## src/sv/psbd_pkg.sv

```systemverilog
// ----------------------------------------------------------------------------
// psbd_pkg : shared types and constants for the statement boundary detector
// Character codes, quote tracking codes and the per-line state record.
// ----------------------------------------------------------------------------
package psbd_pkg;

  localparam int unsigned MAX_DEPTH_DEF = 255;

  localparam logic [7:0] CH_LF     = 8'h0A;
  localparam logic [7:0] CH_CR     = 8'h0D;
  localparam logic [7:0] CH_TAB    = 8'h09;
  localparam logic [7:0] CH_SPACE  = 8'h20;
  localparam logic [7:0] CH_HASH   = 8'h23;
  localparam logic [7:0] CH_COLON  = 8'h3A;
  localparam logic [7:0] CH_BSLASH = 8'h5C;
  localparam logic [7:0] CH_SQUOTE = 8'h27;
  localparam logic [7:0] CH_DQUOTE = 8'h22;
  localparam logic [7:0] CH_LPAREN = 8'h28;
  localparam logic [7:0] CH_RPAREN = 8'h29;
  localparam logic [7:0] CH_LBRACK = 8'h5B;
  localparam logic [7:0] CH_RBRACK = 8'h5D;
  localparam logic [7:0] CH_LBRACE = 8'h7B;
  localparam logic [7:0] CH_RBRACE = 8'h7D;

  // item opcodes
  localparam logic OP_CHAR  = 1'b0;
  localparam logic OP_ABORT = 1'b1;

  // string tracking, one-hot
  typedef enum logic [4:0] {
    QM_NONE   = 5'b00001,  // outside any string
    QM_OPENED = 5'b00010,  // plain string, opening quote just seen
    QM_PLAIN  = 5'b00100,  // inside plain string
    QM_EMPTY  = 5'b01000,  // empty string just closed, third quote goes triple
    QM_TRIPLE = 5'b10000   // inside triple-quoted string
  } psbd_qmode_t;

  typedef struct packed {
    psbd_qmode_t qmode;
    logic        quote_dbl;
    logic        esc;
    logic [1:0]  close_run;
    logic        in_comment;
    logic        line_text;
    logic        last_colon;
    logic        start_zero;   // line began at depth 0
    logic        block_wait;
    logic        pend_text;
  } psbd_state_t;

  typedef struct packed {
    logic line_end;
    logic done;
    logic cont;
    logic opens;
  } psbd_res_t;

  localparam psbd_state_t STATE_RST = '{
    qmode:      QM_NONE,
    quote_dbl:  1'b0,
    esc:        1'b0,
    close_run:  2'd0,
    in_comment: 1'b0,
    line_text:  1'b0,
    last_colon: 1'b0,
    start_zero: 1'b1,
    block_wait: 1'b0,
    pend_text:  1'b0
  };

endpackage

```

## src/sv/psbd_step.sv

```systemverilog
// ----------------------------------------------------------------------------
// psbd_step : next-state and result logic for one item
// Pure combinational update of the scanner state and bracket depth.
// ----------------------------------------------------------------------------
module psbd_step #(
  parameter int unsigned MAX_DEPTH = psbd_pkg::MAX_DEPTH_DEF,
  parameter int unsigned DEPTH_W   = $clog2(MAX_DEPTH + 1)
) (
  input  logic                 op,
  input  logic [7:0]           ch,
  input  psbd_pkg::psbd_state_t st,
  input  logic [DEPTH_W-1:0]   depth,
  output psbd_pkg::psbd_state_t st_nxt,
  output logic [DEPTH_W-1:0]   depth_nxt,
  output logic [7:0]           bracket_depth,
  output psbd_pkg::psbd_res_t  res
);
  import psbd_pkg::*;

  logic                 ws_ch;
  logic                 is_quote;
  logic [7:0]           q_ch;
  logic                 blank_line;
  logic                 colon_line;
  logic                 pend;
  logic                 do_outside;
  logic [DEPTH_W+7:0]   depth_ext;

  assign ws_ch    = (ch == CH_SPACE) || (ch == CH_TAB) || (ch == CH_CR);
  assign is_quote = (ch == CH_SQUOTE) || (ch == CH_DQUOTE);
  assign q_ch     = st.quote_dbl ? CH_DQUOTE : CH_SQUOTE;

  assign blank_line = !st.line_text;
  assign colon_line = !blank_line && st.start_zero && st.last_colon;
  assign pend       = st.pend_text || st.line_text;

  always_comb begin
    st_nxt     = st;
    depth_nxt  = depth;
    res        = '0;
    do_outside = 1'b0;

    if (op == OP_ABORT) begin
      st_nxt    = STATE_RST;
      depth_nxt = '0;
    end else if (ch == CH_LF) begin
      res.line_end     = 1'b1;
      res.opens        = colon_line;
      st_nxt.pend_text = pend;
      priority if (depth != '0) begin
        // open brackets: keep collecting
      end else if (!blank_line && st.block_wait) begin
        // body line of an open block
      end else if (colon_line) begin
        st_nxt.block_wait = 1'b1;
      end else begin
        if (blank_line) st_nxt.block_wait = 1'b0;
        res.done         = pend;
        st_nxt.pend_text = 1'b0;
      end
      st_nxt.qmode      = QM_NONE;
      st_nxt.quote_dbl  = 1'b0;
      st_nxt.esc        = 1'b0;
      st_nxt.close_run  = 2'd0;
      st_nxt.in_comment = 1'b0;
      st_nxt.line_text  = 1'b0;
      st_nxt.last_colon = 1'b0;
      st_nxt.start_zero = (depth == '0);
    end else begin
      if (!ws_ch) begin
        st_nxt.line_text  = 1'b1;
        st_nxt.last_colon = (ch == CH_COLON);
      end
      if (!st.in_comment) begin
        unique case (st.qmode)
          QM_OPENED, QM_PLAIN: begin
            priority if (st.esc) begin
              st_nxt.esc   = 1'b0;
              st_nxt.qmode = QM_PLAIN;
            end else if (ch == CH_BSLASH) begin
              st_nxt.esc   = 1'b1;
              st_nxt.qmode = QM_PLAIN;
            end else if (ch == q_ch) begin
              st_nxt.qmode = (st.qmode == QM_OPENED) ? QM_EMPTY : QM_NONE;
            end else begin
              st_nxt.qmode = QM_PLAIN;
            end
          end
          QM_TRIPLE: begin
            if (ch == q_ch) begin
              if (st.close_run == 2'd2) begin
                st_nxt.close_run = 2'd0;
                st_nxt.qmode     = QM_NONE;
              end else begin
                st_nxt.close_run = st.close_run + 2'd1;
              end
            end else begin
              st_nxt.close_run = 2'd0;
            end
          end
          QM_EMPTY: begin
            if (ch == q_ch) begin
              st_nxt.qmode     = QM_TRIPLE;
              st_nxt.close_run = 2'd0;
            end else begin
              st_nxt.qmode = QM_NONE;
              do_outside   = 1'b1;
            end
          end
          default: begin
            st_nxt.qmode = QM_NONE;
            do_outside   = 1'b1;
          end
        endcase
      end

      if (do_outside) begin
        priority if (ch == CH_HASH) begin
          st_nxt.in_comment = 1'b1;
        end else if (is_quote) begin
          st_nxt.qmode     = QM_OPENED;
          st_nxt.quote_dbl = (ch == CH_DQUOTE);
        end else if ((ch == CH_LPAREN) || (ch == CH_LBRACK) || (ch == CH_LBRACE)) begin
          if (depth < DEPTH_W'(MAX_DEPTH)) depth_nxt = depth + DEPTH_W'(1);
        end else if ((ch == CH_RPAREN) || (ch == CH_RBRACK) || (ch == CH_RBRACE)) begin
          if (depth != '0) depth_nxt = depth - DEPTH_W'(1);
        end else begin
          // ordinary code byte
        end
      end
    end

    if (op != OP_ABORT) res.cont = (depth_nxt != '0) || st_nxt.block_wait;
  end

  assign depth_ext     = {8'd0, depth_nxt};
  assign bracket_depth = (depth_ext > (DEPTH_W + 8)'(255)) ? 8'hFF : depth_ext[7:0];

endmodule

```

## src/sv/python_statement_boundary_detector.sv

```systemverilog
// ----------------------------------------------------------------------------
// python_statement_boundary_detector : line-level statement completion check
// Scans a source byte stream and flags complete statements at each newline.
// ----------------------------------------------------------------------------
// Usage:
//   Input channel (in_valid / in_stall / in_op / in_ch): one transfer per
//   source byte (in_op = 0) or one abort (in_op = 1), which drops all pending
//   input, bracket depth and block state. Every input transfer yields exactly
//   one result transfer on the out_ channel, in order.
//   Results carry the saturated bracket depth (shown as 255 above 255), a
//   line end flag, statement complete, continuation prompt and block opener.
// Timing:
//   Two register stages: an input register and a result register, with the
//   whole scanner update in between. An item moves from the input register
//   into the result register, which raises out_valid; throughput is one
//   item per cycle while out_stall is low, with the scanner state fed back
//   from item to item.
// Stall:
//   While out_stall holds a valid result, the result register freezes; an
//   empty input register still takes one more item, and in_stall is high
//   while it holds an item that cannot move on, so nothing is lost or repeated.
// Reset:
//   rst_n low (synchronous) empties both stages and sets depth 0, outside any
//   string or comment, no block pending, line starting at depth 0.
// ----------------------------------------------------------------------------
module python_statement_boundary_detector #(
  parameter int unsigned MAX_DEPTH = psbd_pkg::MAX_DEPTH_DEF
) (
  input  logic       clk,
  input  logic       rst_n,
  // source byte / abort input
  input  logic       in_valid,
  output logic       in_stall,
  input  logic       in_op,
  input  logic [7:0] in_ch,
  // per-item result
  output logic       out_valid,
  input  logic       out_stall,
  output logic [7:0] out_bracket_depth,
  output logic       out_line_end,
  output logic       out_statement_complete,
  output logic       out_continuation_prompt,
  output logic       out_opens_block
);
  import psbd_pkg::*;

  localparam int unsigned DEPTH_W = $clog2(MAX_DEPTH + 1);

  // input register
  logic       s1_valid_r;
  logic       s1_op_r;
  logic [7:0] s1_ch_r;

  // scanner state carried from item to item
  psbd_state_t        st_r;
  psbd_state_t        st_nxt;
  logic [DEPTH_W-1:0] depth_r;
  logic [DEPTH_W-1:0] depth_nxt;

  // result register
  logic       out_valid_r;
  logic [7:0] bd_r;
  psbd_res_t  res_r;
  logic [7:0] bd_nxt;
  psbd_res_t  res_nxt;

  logic advance;   // input stage may move into the result register

  assign advance  = !out_valid_r || !out_stall;
  assign in_stall = s1_valid_r && !advance;

  psbd_step #(
    .MAX_DEPTH (MAX_DEPTH),
    .DEPTH_W   (DEPTH_W)
  ) u_step (
    .op            (s1_op_r),
    .ch            (s1_ch_r),
    .st            (st_r),
    .depth         (depth_r),
    .st_nxt        (st_nxt),
    .depth_nxt     (depth_nxt),
    .bracket_depth (bd_nxt),
    .res           (res_nxt)
  );

  // input stage: loads whenever it is empty or handing its item on
  always_ff @(posedge clk) begin
    if (!rst_n) begin
      s1_valid_r <= 1'b0;
    end else if (!in_stall) begin
      s1_valid_r <= in_valid;
    end
  end

  always_ff @(posedge clk) begin
    if (!in_stall && in_valid) begin
      s1_op_r <= in_op;
      s1_ch_r <= in_ch;
    end
  end

  // scanner state commits only when the item moves to the result register
  always_ff @(posedge clk) begin
    if (!rst_n) begin
      st_r    <= STATE_RST;
      depth_r <= '0;
    end else if (s1_valid_r && advance) begin
      st_r    <= st_nxt;
      depth_r <= depth_nxt;
    end
  end

  always_ff @(posedge clk) begin
    if (!rst_n) begin
      out_valid_r <= 1'b0;
    end else if (advance) begin
      out_valid_r <= s1_valid_r;
    end
  end

  always_ff @(posedge clk) begin
    if (s1_valid_r && advance) begin
      bd_r  <= bd_nxt;
      res_r <= res_nxt;
    end
  end

  assign out_valid               = out_valid_r;
  assign out_bracket_depth       = bd_r;
  assign out_line_end            = res_r.line_end;
  assign out_statement_complete  = res_r.done;
  assign out_continuation_prompt = res_r.cont;
  assign out_opens_block         = res_r.opens;

  // depth never passes its ceiling
  a_depth_cap: assert property (@(posedge clk) disable iff (!rst_n)
    depth_r <= DEPTH_W'(MAX_DEPTH))
    else $error("bracket depth above limit");

  // an abort leaves no depth and no open block behind
  a_abort_clears: assert property (@(posedge clk) disable iff (!rst_n)
    (s1_valid_r && advance && (s1_op_r == OP_ABORT)) |=>
      (depth_r == '0) && !st_r.block_wait && !st_r.pend_text)
    else $error("abort left state behind");

  // completion and block opening are only reported on a newline
  a_done_at_eol: assert property (@(posedge clk) disable iff (!rst_n)
    (out_valid_r && (res_r.done || res_r.opens)) |-> res_r.line_end)
    else $error("line flags without line end");

  // open brackets always ask for more input
  a_depth_prompt: assert property (@(posedge clk) disable iff (!rst_n)
    (out_valid_r && (bd_r != 8'd0)) |-> res_r.cont)
    else $error("open brackets without continuation prompt");

  // an item leaving the input stage always lands in the result register
  a_handoff: assert property (@(posedge clk) disable iff (!rst_n)
    (s1_valid_r && advance) |=> out_valid_r)
    else $error("item lost between stages");

endmodule

```

## config.mk

```make
export PLATFORM = sky130hd
export DESIGN_NAME = python_statement_boundary_detector
export DESIGN_NICKNAME = d
export VERILOG_FILES = /design/src/sv/psbd_pkg.sv /design/src/sv/psbd_step.sv /design/src/sv/python_statement_boundary_detector.sv
export SDC_FILE = /design/constraint.sdc
export NUM_CORES = 1
export LEC_CHECK = 0
export ABC_AREA = 1
export BUFFER_PORTS_ARGS = -buffer_cell sky130_fd_sc_hd__clkbuf_2
export CORE_ASPECT_RATIO = 1.4
export CORE_MARGIN = 10
export CORE_UTILIZATION = 29
export CTS_BUF_LIST = sky130_fd_sc_hd__clkbuf_8
export DETAILED_ROUTE_END_ITERATION = 8
export SYNTH_ARGS = -nofsm -noshare
export SYNTH_HDL_FRONTEND = slang
export SYNTH_SLANG_ARGS = --single-unit
```

## constraint.sdc

```tcl
create_clock -name clk -period 3.95 [get_ports clk]
set_input_delay 0.79 -clock clk [delete_from_list [all_inputs] [get_ports clk]]
set_output_delay 0.79 -clock clk [all_outputs]
set_load 0.02 [all_outputs]
```

## Word-level counts from Yosys, hierarchy flattened

Index checks and enable logic that the tools add are counted.
Widths: inputs -> output; s select.

| storage, ports and cells | value |
|---|---|
| bits of input ports | 13 |
| output and inout port bits | 14 |
| register bits | 46 |

| cells by class | value |
|---|---|
| mux-type cells | 50 |
| reduce and logical (&&, ||, !) cells | 39 |
| order comparisons | 2 |
| equal/unequal tests | 25 |
| add/subtract/negate cells | 3 |
| bitwise operators | 1 |

Operator list:

| cell | number |
|---|---|
| $mux 8 | 9 |
| $eq 8x6->1 const B | 7 |
| $eq 8x7->1 const B | 5 |
| $mux 5 | 7 |
| $eq 8x4->1 const B | 3 |
| $mux 6 | 3 |
| $reduce_bool 8->1 | 2 |
| $mux 1 | 15 |
| $mux 15 | 1 |
| $pmux 5 s3 | 1 |
| $mux 2 | 7 |
| $mux 12 | 1 |
| $reduce_bool 3->1 | 4 |
| $logic_or 1x1->1 | 10 |
| $mux 3 | 3 |
| $add 8x1->8 const B | 1 |
| $eq 8x8->1 | 1 |
| $gt 8x8->1 const B | 1 |
| $logic_not 8->1 | 1 |
| $lt 8x8->1 const B | 1 |
| $reduce_and 4->1 | 2 |
| $sub 8x1->8 const B | 1 |
| $logic_and 1x1->1 | 6 |
| $ne 3x2->1 const B | 2 |
| 20 further kinds | 26 |

## Longest topological paths before layout

Gate-level depths: netlist of run 1.

| depth | value |
|---|---|
| word-level depth | 13 |
| gate-level depth with buffers | 15 |

## Hierarchy

Synthesis of run 1 repeated with hierarchy kept, for this count alone.

| unflattened totals | value |
|---|---|
| cell total of the unflattened synthesis | 477 |
| area total of the unflattened synthesis | 3243.1 µm² |

By module, submodules not included:

| module | area an instance (µm²) | cells an instance | times used | sequential area each (µm²) |
|---|---|---|---|---|
| python_statement_boundary_detector | 1771.7 | 179 | 1 | 1131.1 |
| psbd_step | 1471.4 | 298 | 1 | 0.0 |

## Worst setup path before layout of run 1

OpenSTA, ideal clock, no wires.

| timing | value |
|---|---|
| path type | in2reg |
| start point | input port out_stall |
| end point | register bd_r[0] (netlist: out_bracket_depth[0]) (enable) |
| buffers on the path | 1 |
| path slack | 1.907 ns |
| data arrival time | 1.662 ns |
| data required time | 3.569 ns |
| stages | 4 |
| cell sequence | nand2_1 -> inv_1 -> nor2_4 -> clkbuf_1 |

| between the ends | value |
|---|---|
| longest elaborated chain between the ends | 3 |

RTL lines:

| element | line | text |
|---|---|---|
| start, declared | python_statement_boundary_detector.sv:38 | `input logic out_stall,` |
| $logic_not 1->1 | python_statement_boundary_detector.sv:69 | `assign advance = !out_valid_r \|\| !out_stall;` |
| $logic_or 1x1->1 | python_statement_boundary_detector.sv:69 |  |
| $logic_and 1x1->1 | python_statement_boundary_detector.sv:122 | `if (s1_valid_r && advance) begin` |
| end signal, assigned | python_statement_boundary_detector.sv:123 | `bd_r <= bd_nxt;` |
| end, declared | python_statement_boundary_detector.sv:62 | `logic [7:0] bd_r;` |

Every way passes these cells.
A chain may end at the register's enable or synchronous reset.

## Worst setup path after layout of run 1

| timing | value |
|---|---|
| start point | register depth_r[0] |
| end point | register res_r (netlist bit out_continuation_prompt), data pin |

| between the ends | value |
|---|---|
| longest elaborated chain between the ends | 11 |

RTL lines:

| element | line | text |
|---|---|---|
| start, declared | python_statement_boundary_detector.sv:57 | `logic [DEPTH_W-1:0] depth_r;` |
| start signal, assigned | python_statement_boundary_detector.sv:109 | `depth_r <= depth_nxt;` |
| $sub 8x1->8 or $reduce_bool 8->1 (tied branches) | psbd_step.sv:126, psbd_step.sv:50 |  |
| $mux 8 | psbd_step.sv:126 | `if (depth != '0) depth_nxt = depth - DEPTH_W'(1);` |
| $mux 8 | psbd_step.sv:125 | `end else if ((ch == CH_RPAREN) \|\| (ch == CH_RBRACK) \|\| (ch == CH_RBRACE)) begin` |
| $mux 8 | psbd_step.sv:123 | `end else if ((ch == CH_LPAREN) \|\| (ch == CH_LBRACK) \|\| (ch == CH_LBRACE)) begin` |
| $mux 8 | psbd_step.sv:120 | `end else if (is_quote) begin` |
| $mux 8 | psbd_step.sv:118 | `priority if (ch == CH_HASH) begin` |
| $mux 8 | psbd_step.sv:117 | `if (do_outside) begin` |
| $mux 8 | psbd_step.sv:46 | `end else if (ch == CH_LF) begin` |
| $mux 8 | psbd_step.sv:43 | `if (op == OP_ABORT) begin` |
| $reduce_bool 8->1 | psbd_step.sv:133 | `if (op != OP_ABORT) res.cont = (depth_nxt != '0) \|\| st_nxt.block_wait;` |
| $logic_or 1x1->1 (*) | psbd_step.sv:133 |  |
| end signal, assigned | python_statement_boundary_detector.sv:124 | `res_r <= res_nxt;` |
| end, declared | python_statement_boundary_detector.sv:63 | `psbd_res_t res_r;` |

Mark *: on every way between the ends. The rest lies on a longest branch, timed or not. The select of a mux whose other input is x is not followed.

==> impl_metrics.ini, run 1 <==
[synth]
number_of_synthesized_flops_with_an_enable_pin = 21
postSynthCellCount = 420
post_synth_main_area_contributors = sky130_fd_sc_hd__edfxtp_1 21%, sky130_fd_sc_hd__dfxtp_1 17%, sky130_fd_sc_hd__nand2_1 15%, sky130_fd_sc_hd__nand3_1 7.5%, sky130_fd_sc_hd__inv_1 5.1%
postSynth.topFlopCell = sky130_fd_sc_hd__dfxtp_1
async_reset_ff_share_pct = 0
synth.net_count = 435
netlist.area_leader.share_pct = 21.4
synthesis.area_um2 = 2940
synthXorXnorAreaFrac_pct = 1.78
dominant_combinational_cell_family_by_area_after_synthesis = simple AND/OR/NAND/NOR gates
top_cells_by_instance_count_after_synthesis = 114 x sky130_fd_sc_hd__nand2_1, 44 x sky130_fd_sc_hd__nand3_1, 40 x sky130_fd_sc_hd__inv_1, 39 x sky130_fd_sc_hd__nor2_1
fraction_of_the_yosys_area_taken_by_sequential_cells_pct = 38.4
ys_types = 39
avgSynthCellArea_um2 = 7.01
total_of_flip_flops_plus_latches_after_synthesis = 46
yosys-mux-area-fraction_pct = 0
yosys.cell_count.top_type = sky130_fd_sc_hd__nand2_1
yosysWarnings = 0
post_synth_fa_ha_maj_area_fraction_pct = 0.850
yosys.area_share.simple_pct = 39.5
synth_largest_area_cell = sky130_fd_sc_hd__edfxtp_1
synthesized_area_fraction_occupied_by_ao_oa_aoi_and_oai_cells_pct = 10.5

[critical_path]
timing.setup.critical_path_class = flop to flop
worstSetupStartpoint = depth_r[0]
setup_slack_of_the_most_critical_reg_to_reg_path_ns = 1.75
worst-path-max-fanout = 6
cp_data_arrival_time_ns = 2.26
rr_startpoint = depth_r[0]
worst-r2r-cell-count = 9
slowest_cell_delay_on_critical_path_ns = 0.39
worstSetupEndpointType = flop
critical_path.reg2reg.endpoint = out_continuation_prompt
slowest_stage = sky130_fd_sc_hd__dfxtp_1
worstPathRequired_ns = 4.01
cp_cell_sequence = inv_1 > ha_1 > nand2_1 > nor2_1 > nand3_1 > o221ai_1 > nand3_1 > nor2_1 > nand2_1
crit_end = out_continuation_prompt
start_kind = flop

[clock_network]
clkSinkCount = 46
max-clock-path-buffers = 2
h_tree_levels = 2
cts.hold.buffers_added = 0
cts_inserted_buffers = 5
clock_insertion_delay_worst_skew_ns = 0.30
post_cts_setup_buffer_count = 0
cts_root_buf = sky130_fd_sc_hd__clkbuf_8
cts_resized = 0
cts_tree = done
cts.clk_slew.worst_paths_ns = 0.09

[detailed_routing]
drt-wirelength-per-cell_um = 12.5
detail_route.iter0.violations = 171
num_vias = 2729
number_of_remaining_drc_errors = 0
route.detailed.vias_per_inst = 4.71
detail-route-antenna-nets = 0
totalWireLength_um = 7240
drt-pass1-iter-count = 5

[cells_and_area]
antennaDiodeCount = 0
area_growth_pct = 11.7
finalNetCount = 459
fillerInstances = 1098
drive_above_1_share_pct = 18.7
finish.instance_area_um2 = 3290
final_cell_count_no_fill = 580

[power]
p_total_mw = 1.03
vdd.ir_drop.worst_v = 0.000183
powerDensity_nw_per_um2 = 313
leakage_nw = 1.47

[global_route]
grt_util_met3_pct = 1.89
gr-usage-all-layers_pct = 10.1
pin_count_of_the_biggest_net_entering_global_routing = 40
first_global_vias = 2739
grt.met2_usage_pct = 18.7
grt_overflow = 0
global_route_wire_length_before_repair_um = 12600
grt.busiest_layer = met2
grt_antenna_before_repair = 0
gr-usage-met1_pct = 10.9

[place]
gp_congestion = 0.965
detailed_place_hpwl_um = 5710
placed_cells_incl_taps = 572
numPortBuffers = 26
placed_area_um2 = 3200

[floorplan]
io_pins = 27
initial_utilization_pct = 29.7
floorplan.die.height_um = 139
placementRows = 43
dieWidth_um = 105
core_region_area_um2 = 9900
die-area_um2 = 14600

[timing]
timing_hold_violations_final = 0
post-route-period-util_pct = 55.7
fin_crit_ns = 2.20
slew_headroom_pct = 64.6
max_clock_freq_mhz = 455
setup_total_negative_slack_ns = 0
rsz_0062_raised_after_global_routing = no
skew_ns = 0.00601
worst_slew_pin_slew_ns = 0.527
final_max_tran_viols = 0
setup-violations-final = 0

[worst_hold_path]
min-delay-start = st_r[3]
holdCritPathClass = flop to flop

[run_status]
status = complete, no violations

[run]
cap_violations = 0
==> kinds of logic after synthesis <==
family | Yosys count
xor gates and xnor gates | 6
adders and majority gates | 2
AOI/OAI and AO/OA | 56
buffers and inverters | 67
DFF | 46
and+or+nand+nor | 243
==> cell type report <==
type | instances | area, um2 | share of cell area (%)
Clock buffer | 5 | 68.8 | 2.09
Clock inverter | 3 | 18.8 | 0.571
Inverter | 57 | 214 | 6.51
Multi-Input combinational cell | 307 | 1550 | 47.1
Sequential cell | 46 | 1130 | 34.4
Tap cell | 135 | 169 | 5.14
Timing Repair Buffer | 27 | 138 | 4.19
==> registers in the layout, indices dropped and copies added (netlist names), 8 cells and up <==
signal,count
out_bracket_depth,8
s1_ch_r,8
st_r,15
depth_r,8
==> critical path: cells and delay by family, from the launching register on <==
| kind | cells | cell delay, ns |
|---|---|---|
| AOI/OAI and AO/OA | 1 | 0.29 |
| adders and majority gates | 1 | 0.26 |
| buffers and inverters | 1 | 0.15 |
| DFF | 1 | 0.39 |
| and+or+nand+nor | 6 | 0.88 |
==> worst min path at each step <==
stage          slack (ns)       to  depth (start not counted)
3_5_place_dp         0.45  st_r[3]                          2
4_1_cts              0.47  st_r[3]                          2
3_3_place_gp         0.45  st_r[3]                          2
6_report             0.46  st_r[3]                          2
2_1_floorplan        0.42  st_r[3]                          2
5_1_grt              0.49  st_r[0]                          2
==> through the flow <==
stage / hold WS, ns / utilization [%] / setup slack [ns]
after floorplan: 0.424 / - / 1.91
after global placement: 0.454 / 32.3 / 1.61
after detailed placement: 0.452 / 32.3 / 1.52
after CTS: 0.466 / 33.2 / 1.77
after global routing: 0.493 / 33.2 / 1.54
final: 0.464 / 33.2 / 1.75
==> routing by layer <==
| layer | routed length, um | vias to the layer above |
|---|---|---|
| met5 | 0 | - |
| met4 | 221 | 0 |
| met3 | 230 | 19 |
| met2 | 3760 | 56 |
| met1 | 3040 | 1245 |
| li1 | - | 1409 |
==> layout by cell type (no fill, tap or decap), drive strengths merged <==
| cell | Yosys | routed |
|---|---|---|
| nand2 | 125 | 125 |
| inv | 54 | 55 |
| nor2 | 52 | 52 |
| nand3 | 50 | 50 |
| clkbuf | 4 | 31 |
| a21oi | 26 | 26 |
| dfxtp | 25 | 25 |
| o21ai | 24 | 24 |
| edfxtp | 21 | 21 |
| nor3 | 6 | 6 |
| nand4 | 6 | 6 |
| xor2 | 5 | 5 |
| clkinv | 3 | 5 |
| nand3b | 2 | 2 |
| ha | 2 | 2 |
| o311ai | 2 | 2 |
| xnor2 | 1 | 1 |
| o2111ai | 1 | 1 |
| or2 | 1 | 1 |
| o31ai | 1 | 1 |
| nor4 | 1 | 1 |
| o221ai | 1 | 1 |
| a211oi | 1 | 1 |
| buf | 6 | 1 |
==> power breakdown <==
part	internal, mW	switching, mW
logic	0.0588	0.123
registers	0.524	0.0276
clock network	0.125	0.172
total	0.708	0.322
No activity file was read; power rests on OpenSTA's default activity.
==> inputs of run 2 (changes only) <==
--- a/config.mk
+++ b/config.mk
@@ -5,7 +5,7 @@
 export SDC_FILE = /design/constraint.sdc
 export NUM_CORES = 1
 export LEC_CHECK = 0
-export ABC_AREA = 1
+export ABC_AREA = 0
 export BUFFER_PORTS_ARGS = -buffer_cell sky130_fd_sc_hd__clkbuf_2
 export CORE_ASPECT_RATIO = 1.4
 export CORE_MARGIN = 10
==> constraint.sdc (replaced) <==
create_clock -name clk -period 2.1 [get_ports clk]
set_input_delay 0.42 -clock clk [delete_from_list [all_inputs] [get_ports clk]]
set_output_delay 0.42 -clock clk [all_outputs]
set_load 0.02 [all_outputs]
==> impl_metrics.ini, run 2 <==
[run_status]
status = finished, violations left
violations = setup timing

[synth]
async_reset_ff_share_pct = 0
fraction_of_the_yosys_area_taken_by_sequential_cells_pct = 38.9
synth.net_count = 334
yosysWarnings = 0
post_synth_main_area_contributors = sky130_fd_sc_hd__edfxtp_1 22%, sky130_fd_sc_hd__dfxtp_1 17%, sky130_fd_sc_hd__nand2_1 4.0%, sky130_fd_sc_hd__a21oi_1 3.1%, sky130_fd_sc_hd__nor2_1 2.5%
synth_largest_area_cell = sky130_fd_sc_hd__edfxtp_1
top_cells_by_instance_count_after_synthesis = 31 x sky130_fd_sc_hd__nand2_1, 25 x sky130_fd_sc_hd__dfxtp_1, 21 x sky130_fd_sc_hd__edfxtp_1, 19 x sky130_fd_sc_hd__nor2_1, 18 x sky130_fd_sc_hd__a21oi_1
avgSynthCellArea_um2 = 9.12
postSynthCellCount = 319
number_of_synthesized_flops_with_an_enable_pin = 21
yosys.cell_count.top_type = sky130_fd_sc_hd__nand2_1
netlist.area_leader.share_pct = 21.7
total_of_flip_flops_plus_latches_after_synthesis = 46
postSynth.topFlopCell = sky130_fd_sc_hd__dfxtp_1
synthesis.area_um2 = 2910
ys_types = 75

[global_route]
first_global_vias = 3003
grt_antenna_before_repair = 0
gr-usage-all-layers_pct = 12.8
global_route_wire_length_before_repair_um = 15100
grt_overflow = 0
pin_count_of_the_biggest_net_entering_global_routing = 25

[floorplan]
placementRows = 43
die-area_um2 = 14500
dieWidth_um = 105
io_pins = 27
floorplan.die.height_um = 138
core_region_area_um2 = 9850
initial_utilization_pct = 29.5

[cells_and_area]
finalNetCount = 457
regMostFlops = st_r
most_common_cell_after_layout_fill_and_taps_aside = sky130_fd_sc_hd__buf_4
drive_above_1_share_pct = 47.6
most-common-layout-cells = 95 x sky130_fd_sc_hd__buf_4, 26 x sky130_fd_sc_hd__nand2_1, 26 x sky130_fd_sc_hd__clkbuf_2
finalCoreUtilization_pct = 44.6
finish.instance_area_um2 = 4390
area_growth_pct = 51.0
antennaDiodeCount = 0
largest_register_ffs = 15
final_cell_count_no_fill = 578

[detailed_routing]
number_of_remaining_drc_errors = 0
detail_route.iter0.violations = 106
drt-wirelength-per-cell_um = 16.3
route.detailed.vias_per_inst = 5.15
totalWireLength_um = 9410
drt-pass1-iter-count = 4
num_vias = 2979
detail-route-antenna-nets = 0

[timing]
fin_crit_ns = 2.45
final_max_tran_viols = 0
rsz_0062_raised_after_global_routing = yes
max_clock_freq_mhz = 408
setup-violations-final = 23
skew_ns = 0.00838
final_critical_path_setup_slack_ns = -0.351
worst_slew_pin_slew_ns = 0.585
post-route-period-util_pct = 117
slew_headroom_pct = 60.8
timing_hold_violations_final = 0

[critical_path]
worst-path-max-fanout = 7
slowest_cell_delay_on_critical_path_ns = 0.51
cp_data_arrival_time_ns = 2.61
start_kind = flop
slowest_stage = sky130_fd_sc_hd__edfxtp_1
worstSetupEndpointType = flop
worst-r2r-cell-count = 8
cp.depth = 8
worst-path-buf-inv = 1
timing.setup.critical_path_class = flop to flop
worstPathRequired_ns = 2.26
worst_path_dominant_cell_family = compound AO/OA/AOI/OAI gates
cp_cell_sequence = nor4b_4 > o211ai_4 > a211oi_4 > buf_4 > a211oi_2 > o32ai_2 > nor4_2 > a41oi_1

[clock_network]
h_tree_levels = 2
cts_inserted_buffers = 5
cts.hold.buffers_added = 0
cts.clk_slew.worst_paths_ns = 0.09
cts_root_buf = sky130_fd_sc_hd__clkbuf_8
clkSinkCount = 46
cts_tree = done
max-clock-path-buffers = 2
clock_insertion_delay_worst_skew_ns = 0.32

[power]
powerDensity_nw_per_um2 = 421
leakage_nw = 1.74
p_total_mw = 1.85
vdd.ir_drop.worst_v = 0.000417

[place]
detailed_place_hpwl_um = 6990
numPortBuffers = 26
placed_cells_incl_taps = 545
gp_congestion = 0.874
placed_area_um2 = 3770

[worst_hold_path]
holdCritPathClass = primary input to flop
worst_hold_path.num_cells = 1

[run]
cap_violations = 0
==> run 2: cell types whose count changed in the layout (fill, tap and decap cells not counted), sizes merged, moves of 8 or more <==
cell / before / now
buf: 1 / 106
nand2: 125 / 31
inv: 55 / 12
nor2: 52 / 21
nand3: 50 / 14
a21oi: 26 / 18
and3: 0 / 9
nor2b: 0 / 11
o21ai: 24 / 16
a21boi: 0 / 14
==> run 2: worst paths after layout <==
check | end | slack [ns] | startpoint
setup / recovery | out_continuation_prompt | -0.35 | s1_ch_r[7]
hold reg to reg | st_r[1] | 0.49 | st_r[1]
setup reg to reg | out_continuation_prompt | -0.35 | s1_ch_r[7]
hold / removal | s1_ch_r[3] | 0.28 | in_ch[3]
==> run 2: worst reg2reg max path, stage by stage (launching register included) <==
cell and delay (ns):
sky130_fd_sc_hd__edfxtp_1 0.51, sky130_fd_sc_hd__nor4b_4 0.38, sky130_fd_sc_hd__o211ai_4 0.15, sky130_fd_sc_hd__a211oi_4 0.44
sky130_fd_sc_hd__buf_4 0.20, sky130_fd_sc_hd__a211oi_2 0.04, sky130_fd_sc_hd__o32ai_2 0.30, sky130_fd_sc_hd__nor4_2 0.09
sky130_fd_sc_hd__a41oi_1 0.19
==> run 2: logic make-up (layout without fill, tap and decap cells) <==
group           after synthesis  after routing  synth area share (%)
mux                           3              3                  1.25
flops                        46             46                  38.9
xor+xnor                      4              4                  1.21
simple gates                142            142                  28.6
compound gates               95             95                  25.3
fa+ha+maj                     2              2                 0.860
buf+inv                      27            151                  3.92
==> run 2: cell type report <==
type / instances / area [um2]
fill: 956 / 5460
multi-input combinational: 246 / 1970
sequential: 46 / 1140
timing repair buffer: 132 / 976
tap: 135 / 169
clock buffer: 6 / 82.6
inverter: 11 / 41.3
clock inverter: 2 / 12.5
==> run 2: power breakdown <==
| group | switching (mW) | internal [mW] |
|---|---|---|
| Sequential | 0.0205 | 0.960 |
| Clock | 0.333 | 0.268 |
| Combinational | 0.143 | 0.123 |
==> run 2: what timing repair did <==
item                                    CTS  global route
hold endpoints to repair                  0             0
endpoints found under the setup margin   29            29
pin swaps                                12            23
gates resized for setup                  51            26
gates cloned                              1             0
buffers inserted                         15            13
==> run 2: layer usage <==
layer / global-route usage (%) / vias to the layer above / part of all wire (%)
li1: - / 1457 / -
met1: 12.5 / 1422 / 38
met2: 23.7 / 68 / 53
met3: 2.60 / 32 / 3.2
met4: 7.90 / 0 / 5.2
met5: 0 / - / 0
==> run 2: stage by stage <==
step	hold slack (ns)	worst slack, ns	setup TNS [ns]
after floorplan	0.453	-0.287	-0.365
after global placement	0.474	-0.447	-5.30
after detailed placement	0.486	-0.437	-5.51
after CTS	0.271	-0.328	-3.11
after global routing	0.269	-0.471	-7.00
final	0.278	-0.351	-3.91
